--- config.mk ---
export PLATFORM = sky130hd
export DESIGN_NAME = hysteresis_turning_point_tracker_unit
export DESIGN_NICKNAME = d
export VERILOG_FILES = /design/src/rtl/htpt_pkg.sv /design/src/rtl/htpt_cmp.sv /design/src/rtl/htpt_core.sv /design/src/rtl/hysteresis_turning_point_tracker_unit.sv
export SDC_FILE = /design/constraint.sdc
export NUM_CORES = 1
export LEC_CHECK = 0
export BUFFER_PORTS_ARGS = -buffer_cell sky130_fd_sc_hd__buf_2
export CAP_MARGIN = 5
export CORE_UTILIZATION = 50
export CTS_BUF_LIST = sky130_fd_sc_hd__clkbuf_2 sky130_fd_sc_hd__clkbuf_4 sky130_fd_sc_hd__clkbuf_8
export CTS_CLUSTER_SIZE = 28
export DETAILED_ROUTE_END_ITERATION = 12
export PLACE_DENSITY = 0.7
export SYNTH_ARGS = -nofsm -noshare
export SYNTH_HDL_FRONTEND = slang
export SYNTH_SLANG_ARGS = --single-unit
--- constraint.sdc ---
create_clock -name clk -period 7.3 [get_ports clk]
set_input_delay 0.73 -clock clk [delete_from_list [all_inputs] [get_ports clk]]
set_output_delay 0.73 -clock clk [all_outputs]
set_load 0.01 [all_outputs]
--- src/rtl/htpt_pkg.sv ---
// Shared types, constants and helpers for the hysteresis turning-point tracker.
package htpt_pkg;

    // Q1.15 saturation of 1.0
    localparam logic [15:0] SAT_ONE = 16'h8000;

    // Number of turning-point stack entries
    localparam int STACK_DEPTH = 4;

    // Input commands
    localparam logic CMD_LOAD = 1'b0;
    localparam logic CMD_STEP = 1'b1;

    // Configuration register indexes
    localparam logic [2:0] REG_START_ORDER  = 3'd0;
    localparam logic [2:0] REG_START_TURN_A = 3'd1;
    localparam logic [2:0] REG_START_TURN_B = 3'd2;
    localparam logic [2:0] REG_START_TURN_C = 3'd3;
    localparam logic [2:0] REG_START_TURN_D = 3'd4;

    typedef struct packed {
        logic        command;
        logic [15:0] sat_new;
        logic [15:0] sat_prev;
    } htpt_in_t;

    typedef struct packed {
        logic [2:0]  order;
        logic [15:0] turn_a;
        logic [15:0] turn_b;
        logic [15:0] turn_c;
        logic [15:0] turn_d;
    } htpt_out_t;

    // Start values held in the configuration registers
    typedef struct packed {
        logic [2:0]                        start_order;
        logic [STACK_DEPTH-1:0][15:0]      start_turn;
    } htpt_cfg_t;

    // Result of the shared magnitude compare
    typedef struct packed {
        logic lt;
        logic eq;
        logic gt;
    } htpt_cmp_t;

    // Limit a Q1.15 saturation to 1.0
    function automatic logic [15:0] sat_clamp(input logic [15:0] v);
        sat_clamp = (v > SAT_ONE) ? SAT_ONE : v;
    endfunction

endpackage

--- src/rtl/htpt_cmp.sv ---
// Shared unsigned magnitude comparator used by all compare states of the sequencer.
module htpt_cmp (
    input  logic [15:0]       a,
    input  logic [15:0]       b,
    output htpt_pkg::htpt_cmp_t res
);

    // One subtract-style compare, three flags
    always_comb
    begin
        res.lt = (a < b);
        res.eq = (a == b);
        res.gt = (a > b);
    end

endmodule

--- src/rtl/htpt_core.sv ---
// Sequencer, order register and turning-point stack of the tracker.
module htpt_core #(
    parameter int MAX_ORDER = 4
) (
    input  logic                   clk,
    input  logic                   rst_n,
    input  logic                   start,
    input  htpt_pkg::htpt_in_t     item,
    input  htpt_pkg::htpt_cfg_t    cfg,
    input  logic                   ack,
    output logic                   idle,
    output logic                   done,
    output htpt_pkg::htpt_out_t    res
);

    localparam logic [2:0] MaxOrd = 3'(MAX_ORDER);

    typedef enum logic [2:0] {
        S_IDLE,
        S_LOAD,
        S_REV,
        S_LAST,
        S_DROP,
        S_DONE
    } state_t;

    state_t      state_reg, state_next;
    logic [2:0]  order_reg, order_next;
    logic        drop_cnt_reg, drop_cnt_next;
    logic [15:0] sat_new_reg, sat_prev_reg;
    logic [15:0] stack_reg [htpt_pkg::STACK_DEPTH];

    logic [1:0]          rd_idx;
    logic [15:0]         cmp_b;
    htpt_pkg::htpt_cmp_t cmp_res;
    logic                even;
    logic                push_en;
    logic [2:0]          load_n;

    // Operand select for the shared compare
    always_comb
    begin
        rd_idx = (state_reg == S_LAST) ? (order_reg[1:0] - 2'd1) : (order_reg[1:0] - 2'd2);
        cmp_b  = (state_reg == S_REV) ? sat_prev_reg : stack_reg[rd_idx];
    end

    htpt_cmp u_cmp (
        .a   (sat_new_reg),
        .b   (cmp_b),
        .res (cmp_res)
    );

    assign even   = ~order_reg[0];
    assign load_n = (cfg.start_order > MaxOrd) ? MaxOrd : cfg.start_order;
    assign push_en = (state_reg == S_REV) && (order_reg < MaxOrd) &&
                     (even ? cmp_res.gt : cmp_res.lt);

    // Next-state and order update
    always_comb
    begin
        state_next    = state_reg;
        order_next    = order_reg;
        drop_cnt_next = drop_cnt_reg;
        case (state_reg)
            S_IDLE:
            begin
                if (start)
                begin
                    drop_cnt_next = 1'b0;
                    state_next = (item.command == htpt_pkg::CMD_LOAD) ? S_LOAD : S_REV;
                end
            end
            S_LOAD:
            begin
                order_next = load_n;
                state_next = S_DONE;
            end
            S_REV:
            begin
                // reversal pushes, saturation at 1.0 wipes the order
                if (sat_new_reg == htpt_pkg::SAT_ONE)
                    order_next = 3'd0;
                else if (push_en)
                    order_next = order_reg + 3'd1;
                state_next = S_LAST;
            end
            S_LAST:
            begin
                // crossing the last turning point at full order
                if ((order_reg == MaxOrd) &&
                    (even ? (cmp_res.gt || cmp_res.eq) : (cmp_res.lt || cmp_res.eq)))
                    order_next = order_reg - 3'd1;
                state_next = S_DROP;
            end
            S_DROP:
            begin
                // crossing the second-to-last point closes a loop, at most twice
                if ((order_reg > 3'd1) &&
                    (even ? (cmp_res.lt || cmp_res.eq) : (cmp_res.gt || cmp_res.eq)))
                begin
                    order_next = order_reg - 3'd2;
                    if (drop_cnt_reg)
                        state_next = S_DONE;
                    else
                        drop_cnt_next = 1'b1;
                end
                else
                begin
                    state_next = S_DONE;
                end
            end
            S_DONE:
            begin
                if (ack)
                    state_next = S_IDLE;
            end
            default:
            begin
                state_next = S_IDLE;
            end
        endcase
    end

    // Control state
    always_ff @(posedge clk or negedge rst_n)
    begin
        if (!rst_n)
        begin
            state_reg    <= S_IDLE;
            order_reg    <= 3'd0;
            drop_cnt_reg <= 1'b0;
        end
        else
        begin
            state_reg    <= state_next;
            order_reg    <= order_next;
            drop_cnt_reg <= drop_cnt_next;
        end
    end

    // Captured saturations, clamped to 1.0
    always_ff @(posedge clk)
    begin
        if (state_reg == S_IDLE && start)
        begin
            sat_new_reg  <= htpt_pkg::sat_clamp(item.sat_new);
            sat_prev_reg <= htpt_pkg::sat_clamp(item.sat_prev);
        end
    end

    // Turning-point stack: bulk load or single push
    always_ff @(posedge clk)
    begin
        if (state_reg == S_LOAD)
        begin
            for (int i = 0; i < htpt_pkg::STACK_DEPTH; i++)
            begin
                if (3'(i) < load_n)
                    stack_reg[i] <= htpt_pkg::sat_clamp(cfg.start_turn[i]);
            end
        end
        else if (push_en)
        begin
            stack_reg[order_reg[1:0]] <= sat_prev_reg;
        end
    end

    assign idle       = (state_reg == S_IDLE);
    assign done       = (state_reg == S_DONE);
    assign res.order  = order_reg;
    assign res.turn_a = stack_reg[0];
    assign res.turn_b = stack_reg[1];
    assign res.turn_c = stack_reg[2];
    assign res.turn_d = stack_reg[3];

endmodule

--- src/rtl/hysteresis_turning_point_tracker_unit.sv ---
// Top level of the hysteresis turning-point tracker: config, handshakes, result register.
//
//   channel  | handshake            | payload
//   ---------+----------------------+----------------------------------
//   in       | in_valid / in_ready  | in_data  (command, sat_new, sat_prev)
//   out      | out_valid / out_ready| out_data (order, turn_a..turn_d)
//   cfg      | cfg_en (no wait)     | cfg_addr, cfg_data
//
// A load transaction passes from accept through the load state to the result
// register; a step runs reversal, last-point and one or two drop compares,
// all through the one shared comparator. in_ready is high only while the
// sequencer is idle; a finished result waits in the output register, so a new
// transaction is taken while out_ready is low. Reset clears order and config.
module hysteresis_turning_point_tracker_unit #(
    parameter int MAX_ORDER = 4
) (
    input  logic                clk,
    input  logic                rst_n,
    input  logic                in_valid,
    output logic                in_ready,
    input  htpt_pkg::htpt_in_t  in_data,
    output logic                out_valid,
    input  logic                out_ready,
    output htpt_pkg::htpt_out_t out_data,
    input  logic                cfg_en,
    input  logic [2:0]          cfg_addr,
    input  logic [15:0]         cfg_data
);

    localparam logic [2:0] MaxOrd = 3'(MAX_ORDER);

    htpt_pkg::htpt_cfg_t cfg_reg;
    htpt_pkg::htpt_out_t out_data_reg;
    htpt_pkg::htpt_out_t core_res;
    logic                out_valid_reg;
    logic                core_idle;
    logic                core_done;
    logic                core_ack;
    logic                in_accept;

    assign in_accept = in_valid && in_ready;
    assign core_ack  = core_done && (!out_valid_reg || out_ready);

    // Configuration registers
    always_ff @(posedge clk or negedge rst_n)
    begin
        if (!rst_n)
        begin
            cfg_reg <= '0;
        end
        else if (cfg_en)
        begin
            case (cfg_addr)
                htpt_pkg::REG_START_ORDER:  cfg_reg.start_order   <= cfg_data[2:0];
                htpt_pkg::REG_START_TURN_A: cfg_reg.start_turn[0] <= cfg_data;
                htpt_pkg::REG_START_TURN_B: cfg_reg.start_turn[1] <= cfg_data;
                htpt_pkg::REG_START_TURN_C: cfg_reg.start_turn[2] <= cfg_data;
                htpt_pkg::REG_START_TURN_D: cfg_reg.start_turn[3] <= cfg_data;
                default:                    cfg_reg <= cfg_reg;
            endcase
        end
    end

    htpt_core #(
        .MAX_ORDER (MAX_ORDER)
    ) u_core (
        .clk   (clk),
        .rst_n (rst_n),
        .start (in_accept),
        .item  (in_data),
        .cfg   (cfg_reg),
        .ack   (core_ack),
        .idle  (core_idle),
        .done  (core_done),
        .res   (core_res)
    );

    // Output register valid
    always_ff @(posedge clk or negedge rst_n)
    begin
        if (!rst_n)
            out_valid_reg <= 1'b0;
        else if (core_ack)
            out_valid_reg <= 1'b1;
        else if (out_ready)
            out_valid_reg <= 1'b0;
    end

    // Output register payload
    always_ff @(posedge clk)
    begin
        if (core_ack)
            out_data_reg <= core_res;
    end

    assign in_ready  = core_idle;
    assign out_valid = out_valid_reg;
    assign out_data  = out_data_reg;

`ifndef SYNTHESIS
    // Sequencer goes busy right after taking a transaction
    a_busy_after_accept: assert property (@(posedge clk) disable iff (!rst_n)
        in_accept |=> !in_ready)
        else $error("in_ready still high after accept");

    // Order never exceeds the maximum
    a_order_range: assert property (@(posedge clk) disable iff (!rst_n)
        core_res.order <= MaxOrd)
        else $error("order above MAX_ORDER");

    // A new result appears only from a finished sequence
    a_result_source: assert property (@(posedge clk) disable iff (!rst_n)
        $rose(out_valid_reg) |-> $past(core_done))
        else $error("result register loaded without a finished sequence");

    // Results leave the sequencer only when it is done; it is idle after the handoff
    a_ack_done: assert property (@(posedge clk) disable iff (!rst_n)
        core_ack |=> core_idle)
        else $error("sequencer not idle after result handoff");
`endif

endmodule
* Word-level counts from Yosys, hierarchy flattened *
Memories as Yosys holds them, arrays and structs flattened. A register that Yosys moved wholly into a read port is not among the register bits.
Index checks and enable logic that the tools add are counted.

storage, ports and cells
  flip-flop bits (word level) = 110
  RAM bits = 64
  input port bits = 57
  output and inout bits = 69
  word-level logic and storage cells = 120
  memories = 1

memory list
  name              depth  bits a word  read ports  clocked after Yosys merged registers in  write ports  RTL line         source
  u_core.stack_reg  4      16           5           4                                        4            htpt_core.sv:31  logic [15:0] stack_reg [htpt_pkg::STACK_DEPTH];

operators by class
  $add $sub $neg = 5
  magnitude comparators = 15
  equality and inequality tests = 18
  muxes and demuxes = 44
  reductions and logical operators = 25

operators by type and width
  operator                                                   count
  greater-than comparator 16 bit, second input constant      6
  2-to-1 mux 16 bit                                          6
  2-to-1 mux 3 bit                                           9
  2-to-1 mux 1 bit                                           23
  one-hot mux 3 bit (6 select lines)                         1
  equality test 16 bit                                       1
  equality test 16 bit, second input constant                1
  greater-than comparator 16 bit                             1
  less-than comparator 16 bit                                1
  OR reduction 16 bit                                        1
  equality test 3 x 2 -> 1 bit, second input constant        4
  equality test 3 bit, second input constant                 4
  one-hot mux 3 bit (4 select lines)                         1
  AND reduction 2 bit                                        5
  logical AND 1 bit                                          7
  equality test 3 x 1 -> 1 bit, second input constant        2
  logical NOT 3 bit                                          2
  less-than comparator 1 x 3 -> 1 bit, first input constant  2
  less-than comparator 2 x 3 -> 1 bit, first input constant  2
  2-to-1 mux 2 bit                                           3
  != test 2 x 1 -> 1 bit, second input constant              3
  != test 3 x 2 -> 1 bit, second input constant              2
  AND reduction 3 bit                                        2
  AND reduction 4 bit                                        1
  other kinds (14)                                           17

* Longest topological paths before layout *
Gate-level depths: netlist (run 1).
An unclocked memory read counts as a cell.

  depth after elaboration = 12
  mapped depth = 19
  gate-level depth less buffers = 13

* Cells and area by module *
Synthesis (run 1) repeated with hierarchy kept, for this count alone.

unflattened totals
  cell total of the unflattened synthesis = 729
  area total of the unflattened synthesis = 10,765.3 um^2

by module, submodules not included
  module                                 times used  cells an instance  area each (um^2)  seq. area each (um^2)
  htpt_core                              1           453                5,591.6           3,057.9
  hysteresis_turning_point_tracker_unit  1           218                4,760.8           3,713.6
  htpt_cmp                               1           58                 412.9             0.0

* Least setup slack after synthesis (run 1) *
No wires, ideal clock.

  kind = register to register
  from = register u_core.order_reg[1]
  to = memory u_core.stack_reg[1][0] (enable)
  setup time = 0.411 ns
  data arrival time = 5.184 ns
  data required time = 6.889 ns
  path slack = 1.705 ns
  cell stages (with the launch flop) = 19
  buffers on the path = 5
  clock period less this slack = 5.595 ns
  cell sequence = dfrtp_1 -> clkbuf_1 -> clkinv_1 -> ha_1 -> mux2i_1 -> clkbuf_1 -> mux4_2 -> mux2i_1 -> ha_1 -> a21oi_1 -> o21ai_0 -> a221oi_2 -> and3_1 -> buf_2 -> a31oi_2 -> or3_1 -> buf_2 -> buf_6 -> o21ai_0

RTL lines
  item                      RTL line          source
  start: declaration        htpt_core.sv:28   logic [2:0] order_reg, order_next;
  start signal: assignment  htpt_core.sv:136  order_reg <= order_next;
  end: declaration          htpt_core.sv:31

==> results of run 1 <==
==> metrics by stage <==
stage	utilization	setup slack (ns)	area (um^2)	cells	total power, mW
after floorplan	-	1.705	10640	747	2.901
after global placement	0.5643	1.432	11600	1124	3.361
after detailed placement	0.5643	1.261	11600	1124	3.382
after CTS	0.6053	1.210	12450	1196	4.619
after global routing	0.6053	0.8526	12450	1196	4.828
final	0.6053	1.205	12450	1196	4.606
==> cells in the mapped netlist, types with 4 or more instances <==
master | n | area (um^2)
a21oi_1 | 12 | 60.06
buf_1 | 4 | 15.01
buf_2 | 4 | 20.02
clkbuf_1 | 24 | 90.09
dfrtp_1 | 75 | 1877
edfxtp_1 | 163 | 4895
ha_1 | 22 | 275.3
inv_1 | 30 | 112.6
mux2_1 | 4 | 45.04
mux2_2 | 75 | 844.6
mux2i_1 | 49 | 490.5
mux4_2 | 16 | 360.4
nand2_1 | 36 | 135.1
nand2b_1 | 24 | 150.1
nand3_1 | 30 | 150.1
nand4_1 | 10 | 62.56
nor2_1 | 16 | 60.06
nor2b_1 | 48 | 300.3
nor3_1 | 12 | 60.06
nor4_1 | 22 | 137.6
o21ai_0 | 33 | 165.2
==> worst max-delay path, stage by stage (launching register included) <==
cell,delay (ns)
dfrtp_1,0.57
nand2_1,0.24
nor2_1,0.29
ha_1,0.81
mux4_2,0.60
mux2i_1,0.14
ha_1,0.19
nand4_1,0.19
nor4_1,0.62
or3b_1,0.29
a31oi_2,0.05
buf_4,0.24
a31oi_2,0.19
or3_1,0.75
o21ai_1,0.35
buf_4,0.30
==> layout by cell type (no fill, tap or decap), types with 19 or more instances in the layout <==
cell      synthesis  final
clkbuf_8          0     44
nand2_1          36     36
buf_2             4    125
edfxtp_1        163    163
mux2i_1          49     48
nor2b_1          48     47
o21ai_0          33     32
clkbuf_4          0     19
mux2_2           75     75
nand3_1          30     30
inv_1            30     30
ha_1             22     22
dfrtp_1          75     75
nor4_1           22     22
nand2b_1         24     24
==> layer usage <==
| metal | routed length, um | vias to the layer above | GRT usage | part of all wire |
|---|---|---|---|---|
| met5 | 0 | - | 0 | 0 |
| met4 | 595 | 0 | 0.07577 | 0.022 |
| met1 | 12010 | 3411 | 0.3775 | 0.45 |
| met3 | 2305 | 46 | 0.05216 | 0.086 |
| met2 | 11990 | 338 | 0.3776 | 0.45 |
| li1 | - | 3092 | - | - |
==> kinds of logic after synthesis <==
kind of cell / synth area share
XOR/XNOR: 0.0008236
buffers and inverters: 0.02447
AO/OA/AOI/OAI: 0.04011
adder cells (fa/ha/maj): 0.02588
flip-flops: 0.6366
multiplexers: 0.1636
AND/OR/NAND/NOR: 0.1085
==> final timing paths <==
kind                                        start                      end  depth (start not counted)
min in group clk           u_core.stack_reg[3][2]              out_data[2]                          0
max                           u_core.state_reg[0]  u_core.stack_reg[1][15]                         15
min                                         rst_n              cfg_reg[34]                          2
max in group asynchronous                   rst_n               cfg_reg[6]                          2
min reg2reg                u_core.stack_reg[3][2]              out_data[2]                          0
max reg2reg                   u_core.state_reg[0]  u_core.stack_reg[1][15]                         15
==> final cells by class <==
class / count / share of cell area
clock inverters: 9 / 0.007741
well taps: 270 / 0.02714
flip-flops and latches: 238 / 0.5441
multi-input cells: 444 / 0.2916
repair buffers: 141 / 0.05992
clock buffers: 63 / 0.06012
inverters: 31 / 0.009350
==> power groups by stage <==
stage | sequential [mW] | combinational, mW | clock (mW)
after floorplan | 2.17 | 0.736 | 0
after global placement | 2.22 | 1.15 | 0
after detailed placement | 2.22 | 1.16 | 0
after CTS | 2.20 | 1.17 | 1.26
after global routing | 2.24 | 1.28 | 1.31
final | 2.20 | 1.17 | 1.24
==> results.md, run 1 <==
| Stage | Result | Value |
| --- | --- | --- |
| status | Status | completed |
| drt | Post-route antenna net violation count | 0 |
| die | Starting density of the core | 0.5173 |
| power | Net switching power | 1.464 mW |
| synth | Synthesized Nets | 826 |
| synth | Avg Cell Area, Syn | 14.24 um^2 |
| timing | Max transition margin | 0.2184 |
| timing | RSZ-0062 raised after global routing | false |
| drt | Post-detailed-route wirelength per cell | 22.49 um |
| timing | Final setup violating endpoints | 0 |
| global routing | Overall routing resource usage | 0.2540 |
| synth | Synth cell types | 53 |
| global routing | Residual overflow from global routing | 0 |
| die | Area of the die | 0.02186 mm^2 |
| synth | Area of the mapped netlist | 0.01064 mm^2 |
| critical path | Critical path fanouts, max | 21 |
| place | Global placer's final weighted congestion | 0.8938 |
| timing | Max Clock Freq | 164.1 MHz |
| synth | Synth warnings | 0 |
| drt | Violation count after the first detailed-routing iteration | 551 |
| clock network | Clock net sink count | 238 |
| synth | Dominant register cell in the synthesized netlist | edfxtp_1 |
| final layout | Filler cell count | 1630 |
| die | Die H | 147.9 um |
| final layout | Sequential cell area | 0.006771 mm^2 |
| global routing | Number of global-route vias before repair | 6804 |
| final layout | Area grow syn2layout | 17.01% |
| synth | Number of enable flip-flop cells after synthesis | 163 |
| synth | Asr flop ratio synth | 0.3151 |
| global routing | Wire length of the first global-routing pass | 40940 um |
| timing | Final Hold Slack | 0.4392 ns |
| clock network | CTS hold repair buffers | 0 |
| place | Quantity of I/O buffers inserted on ports | 125 |
| global routing | Number of antenna violations at the first check in global routing | 0 |
| place | DPL Wire Length | 19540 um |
| timing | TNS Setup | 0 ns |
| critical path | Arr. time, crit path | 6.37 ns |
| power | Max VDD drop | 168.4 uV |
| power | Internal power | 3.142 mW |
| critical path | Type of element capturing the critical path | register |
| hold path | Class of the tightest hold or removal check | input port to asynchronous set/reset pin |
| flow run | Number of max-cap violations | 0 |
| timing | Total count of max-transition violations in the final report | 0 |
| clock network | Clock tree from TritonCTS | yes |
| synth | Yosys reg bits | 238 |
| critical path | Data required time at the worst endpoint | 7.57 ns |
| timing | Minimum period implied by the final worst setup slack | 6.095 ns |
| power | Clk network pwr share | 0.268 |
| power | Net switching fraction of the power | 0.3179 |
| synth | Cell count after synthesis | 747 |
| clock network | Root buf cell | clkbuf_8 |
| global routing | Largest net degree at the start of global routing | 76 |
| final layout | Final net count | 975 |
| timing | Hold violation total from the final report | 0 |
| final layout | Area of combinational cells with multiple inputs | 0.003630 mm^2 |
| critical path | Setup slack of the most critical reg-to-reg path | 1.21 ns |
| final layout | Antenna fix cells | 0 |
| drt | Drt via density | 5.758 |
| die | Row count | 52 |
| clock network | Number of buffers inserted during clock tree synthesis | 40 |
| drt | Pre-Repair DR Iteration Count | 6 |
| synth | Share of synthesized area occupied by flip-flops and latches | 0.6366 |
| power | Relative contribution of sequential cells to total power | 0.478 |
| clock network | Max clock buf depth | 3 |
| clock network | Number of levels the H-tree was split into | 2 |
| timing | Worst Clk Skew | 0.02136 ns |
| die | I/O pins | 126 |
| power | Logic gate share of total power | 0.253 |
| timing | Worst Max-Slew Pin Slew | 1.170 ns |
| clock network | CTS clock-pin slew for the worst setup and hold paths | 0.06 ns |
| power | Static Leak | 4.991 nW |
| clock network | Worst skew pair latency | 0.54 ns |
| critical path | Kind of launch point of the worst setup path | register |
| clock network | Number of post-CTS setup repair buffers | 0 |
| die | Horiz. Die Dim | 147.9 um |
| die | Area of the core | 0.02056 mm^2 |
| timing | Share of the clock period used by the worst path after layout | 0.8349 |
| power | Power density over the cells | 370.1 mW/mm^2 |
| drt | Final routed wirelength across all metal layers | 26900 um |
| clock network | Cts repair resizes | 0 |
| critical path | Worst Path Class, Setup | register to register |
| drt | Via count | 6887 |
| drt | DRC violation count after routing | 0 |
| final layout | Layout cells sized above 1 | 0.3402 |
Power figures use the tool's default switching activity.
==> inputs of run 2 (changes only) <==
--- a/config.mk
+++ b/config.mk
@@ -11,7 +11,7 @@
 export CTS_BUF_LIST = sky130_fd_sc_hd__clkbuf_2 sky130_fd_sc_hd__clkbuf_4 sky130_fd_sc_hd__clkbuf_8
 export CTS_CLUSTER_SIZE = 28
 export DETAILED_ROUTE_END_ITERATION = 12
-export PLACE_DENSITY = 0.7
+export PLACE_DENSITY = 0.73
 export SYNTH_ARGS = -nofsm -noshare
 export SYNTH_HDL_FRONTEND = slang
 export SYNTH_SLANG_ARGS = --single-unit
==> constraint.sdc (replaced) <==
create_clock -name clk -period 5.2 [get_ports clk]
set_input_delay 0.52 -clock clk [delete_from_list [all_inputs] [get_ports clk]]
set_output_delay 0.52 -clock clk [all_outputs]
set_load 0.01 [all_outputs]
==> run 2 against run 1 <==
  * Register-to-register slack got worse by 0.88 ns
  * Count of clock-buffer cells in the layout decreased by 3
  * Final cell count increased by 0.75%
  * Global-route usage decreased by 0.31 points
  * Total power increased by 39%
  * Core utilization increased by 0.19 points
  * Final area increased by 0.31%
  * First-iteration DRC count decreased by 3.8%
  * Clock skew decreased by 0.0012 ns
  * Largest power group unchanged
==> results.md, run 2 (synthesized netlist as in run 1, its figures left out) <==
| Stage | Result | Value | Change |
| --- | --- | --- | --- |
| final layout | Most common cell after layout, fill and taps aside | edfxtp_1 |  |
| place | Quantity of I/O buffers inserted on ports | 125 | unchanged |
| clock network | Worst skew pair latency | 0.53 ns | about the same |
| clock network | Number of post-CTS setup repair buffers | 0 | unchanged |
| drt | Post-detailed-route wirelength per cell | 22.03 um | -2.0% |
| die | Starting density of the core | 0.5173 | unchanged |
| timing | Share of the clock period used by the worst path after layout | 0.9369 | +0.1020 |
| hold path | Class of the tightest hold or removal check | input port to asynchronous set/reset pin |  |
| drt | Via count | 6938 | +0.74% |
| final layout | Final net count | 986 | +1.1% |
| timing | TNS Setup | 0 ns | unchanged |
| timing | Worst Clk Skew | 0.02017 ns | -0.001185 ns |
| critical path | Cell Chain, Critical Path | nand2_1 -> nor2_1 -> ha_1 -> buf_4 -> mux4_2 -> mux2i_1 -> ha_1 -> a21oi_1 -> nand2_1 -> a221oi_2 -> and3_2 -> a31oi_2 -> or3_1 -> buf_4 -> mux2_1 |  |
| global routing | Layer carrying the most global-route usage | met2 |  |
| global routing | Number of antenna violations at the first check in global routing | 0 | unchanged |
| flow run | Number of max-cap violations | 0 | unchanged |
| status | Status | completed |  |
| power | Max VDD drop | 216.1 uV | +28% |
| clock network | CTS clock-pin slew for the worst setup and hold paths | 0.06 ns | about the same |
| place | DPL Wire Length | 19440 um | -0.56% |
| die | Horiz. Die Dim | 147.9 um | unchanged |
| clock network | CTS hold repair buffers | 0 | unchanged |
| timing | Worst Max-Slew Pin Slew | 1.046 ns | -0.1241 ns |
| power | Total power after layout | 6.402 mW | +39% |
| critical path | Critical path fanouts, max | 12 | -43% |
| timing | RSZ-0062 raised after global routing | false |  |
| timing | Minimum period implied by the final worst setup slack | 4.872 ns | -1.223 ns |
| drt | Pre-Repair DR Iteration Count | 7 | +1 |
| die | Area of the core | 0.02056 mm^2 | unchanged |
| die | Area of the die | 0.02186 mm^2 | unchanged |
| final layout | Most frequent cells in the layout | 163 x edfxtp_1, 125 x buf_2, 75 x mux2_2, 75 x dfrtp_1, 48 x mux2i_1 |  |
| global routing | Wire length of the first global-routing pass | 40500 um | -1.1% |
| clock network | Number of levels the H-tree was split into | 2 | unchanged |
| global routing | Grt met1 use | 0.3607 | -0.01689 |
| timing | Max transition margin | 0.3023 | +0.08387 |
| clock network | Clock tree from TritonCTS | yes |  |
| global routing | Residual overflow from global routing | 0 | unchanged |
| drt | Violation count after the first detailed-routing iteration | 530 | -3.8% |
| timing | Total count of max-transition violations in the final report | 0 | unchanged |
| power | Static Leak | 5.020 nW | +0.57% |
| critical path | Worst Path Class, Setup | register to register |  |
| power | Power density over the cells | 512.8 mW/mm^2 | +39% |
| critical path | Highest-delay cell along the critical path | or3_1 |  |
| global routing | Largest net degree at the start of global routing | 76 | unchanged |
| die | Row count | 52 | unchanged |
| critical path | Kind of launch point of the worst setup path | register |  |
| place | Global placer's final weighted congestion | 0.8480 | -5.1% |
| die | Die H | 147.9 um | unchanged |
| global routing | Fraction of met2 tracks used by global routing | 0.3738 | -0.003774 |
| die | I/O pins | 126 | unchanged |
| final layout | Antenna fix cells | 0 | unchanged |
| timing | Hold violation total from the final report | 0 | unchanged |
| drt | Final routed wirelength across all metal layers | 26550 um | -1.3% |
| critical path | Data required time at the worst endpoint | 5.47 ns | -2.10 ns |
| critical path | Slowest cell delay on critical path | 0.54 ns | -0.27 ns |
| drt | Post-route antenna net violation count | 0 | unchanged |
| global routing | Overall routing resource usage | 0.2509 | -0.003148 |
| final layout | Area grow syn2layout | 17.37% |  |
| critical path | Type of element capturing the critical path | register |  |
| critical path | Arr. time, crit path | 5.14 ns | -1.23 ns |
| timing | Max Clock Freq | 205.3 MHz | +25% |
| drt | DRC violation count after routing | 0 | unchanged |
| global routing | Number of global-route vias before repair | 6854 | +0.73% |
| clock network | Root buf cell | clkbuf_8 |  |
| global routing | GR met3 Demand/Resource | 0.05000 | -0.002160 |
| clock network | Max clock buf depth | 3 | unchanged |
| clock network | Cts repair resizes | 0 | unchanged |
| timing | Final setup violating endpoints | 0 | unchanged |
| clock network | Clock net sink count | 238 | unchanged |
| drt | Drt via density | 5.758 | about the same |
| final layout | Layout cells sized above 1 | 0.3433 | +0.003143 |
| clock network | Number of buffers inserted during clock tree synthesis | 40 | unchanged |
run 2: cell types whose count changed in the layout (fill, tap and decap cells not counted), sizes merged:
| cell | before | now |
|---|---|---|
| buf | 141 | 152 |
| bufinv | 2 | 1 |
| clkbuf | 63 | 60 |
| clkinv | 6 | 10 |
| clkinvlp | 2 | 0 |
run 2: stage by stage:
stage | cell area, um^2 | utilization | hold WS (ns) | worst slack, ns | std cells
2_1_floorplan | 10650 | - | 0.2244 | 0.06977 | 747
3_3_place_gp | 11690 | 0.5686 | 0.4443 | 0.5949 | 1135
3_5_place_dp | 11690 | 0.5686 | 0.4343 | 0.3869 | 1135
4_1_cts | 12470 | 0.6067 | 0.2414 | 0.3340 | 1205
5_1_grt | 12480 | 0.6072 | 0.2605 | 0.02058 | 1205
6_report | 12480 | 0.6072 | 0.2326 | 0.3281 | 1205
run 2: worst paths after layout:
path / depth (start not counted) / slack [ns] / to / from
hold / removal: 2 / 0.23 / u_core.state_reg[1] / rst_n
hold reg to reg: 0 / 0.46 / out_data[49] / u_core.stack_reg[0][1]
max in group asynchronous: 2 / 4.34 / cfg_reg[54] / rst_n
setup reg to reg: 15 / 0.33 / u_core.stack_reg[1][12] / u_core.state_reg[1]
setup / recovery: 15 / 0.33 / u_core.stack_reg[1][12] / u_core.state_reg[1]
min in group clk: 2 / 0.26 / cfg_reg[45] / cfg_data[13]
run 2: critical path: cells and delay by family, from the launching register on:
family / cells / cell delay, ns
AO/OA/AOI/OAI: 3 / 0.69
flip-flops: 1 / 0.35
AND/OR/NAND/NOR: 5 / 1.38
multiplexers: 3 / 1.05
buffers and inverters: 2 / 0.56
adder cells (fa/ha/maj): 2 / 0.56
run 2: final cells by class:
cell class	instances	area, um^2
well taps	270	337.8
clock buffers	60	719.4
flip-flops and latches	238	6771
inverters	31	116.4
repair buffers	152	828.3
multi-input cells	444	3647
fillers	1629	8075
clock inverters	10	63.81
run 2: per-layer routing:
metal	part of all wire	wire (um)	up-vias
li1	-	-	3136
met1	0.43	11520	3412
met2	0.45	12010	337
met3	0.080	2119	53
met4	0.034	893	0
met5	0	0	-
run 2: where the power goes:
part	internal (mW)	switching [mW]	total, mW
Clock	0.927	0.717	1.64
Combinational	0.723	0.993	1.72
Sequential	2.70	0.338	3.04
Total	4.35	2.05	6.40
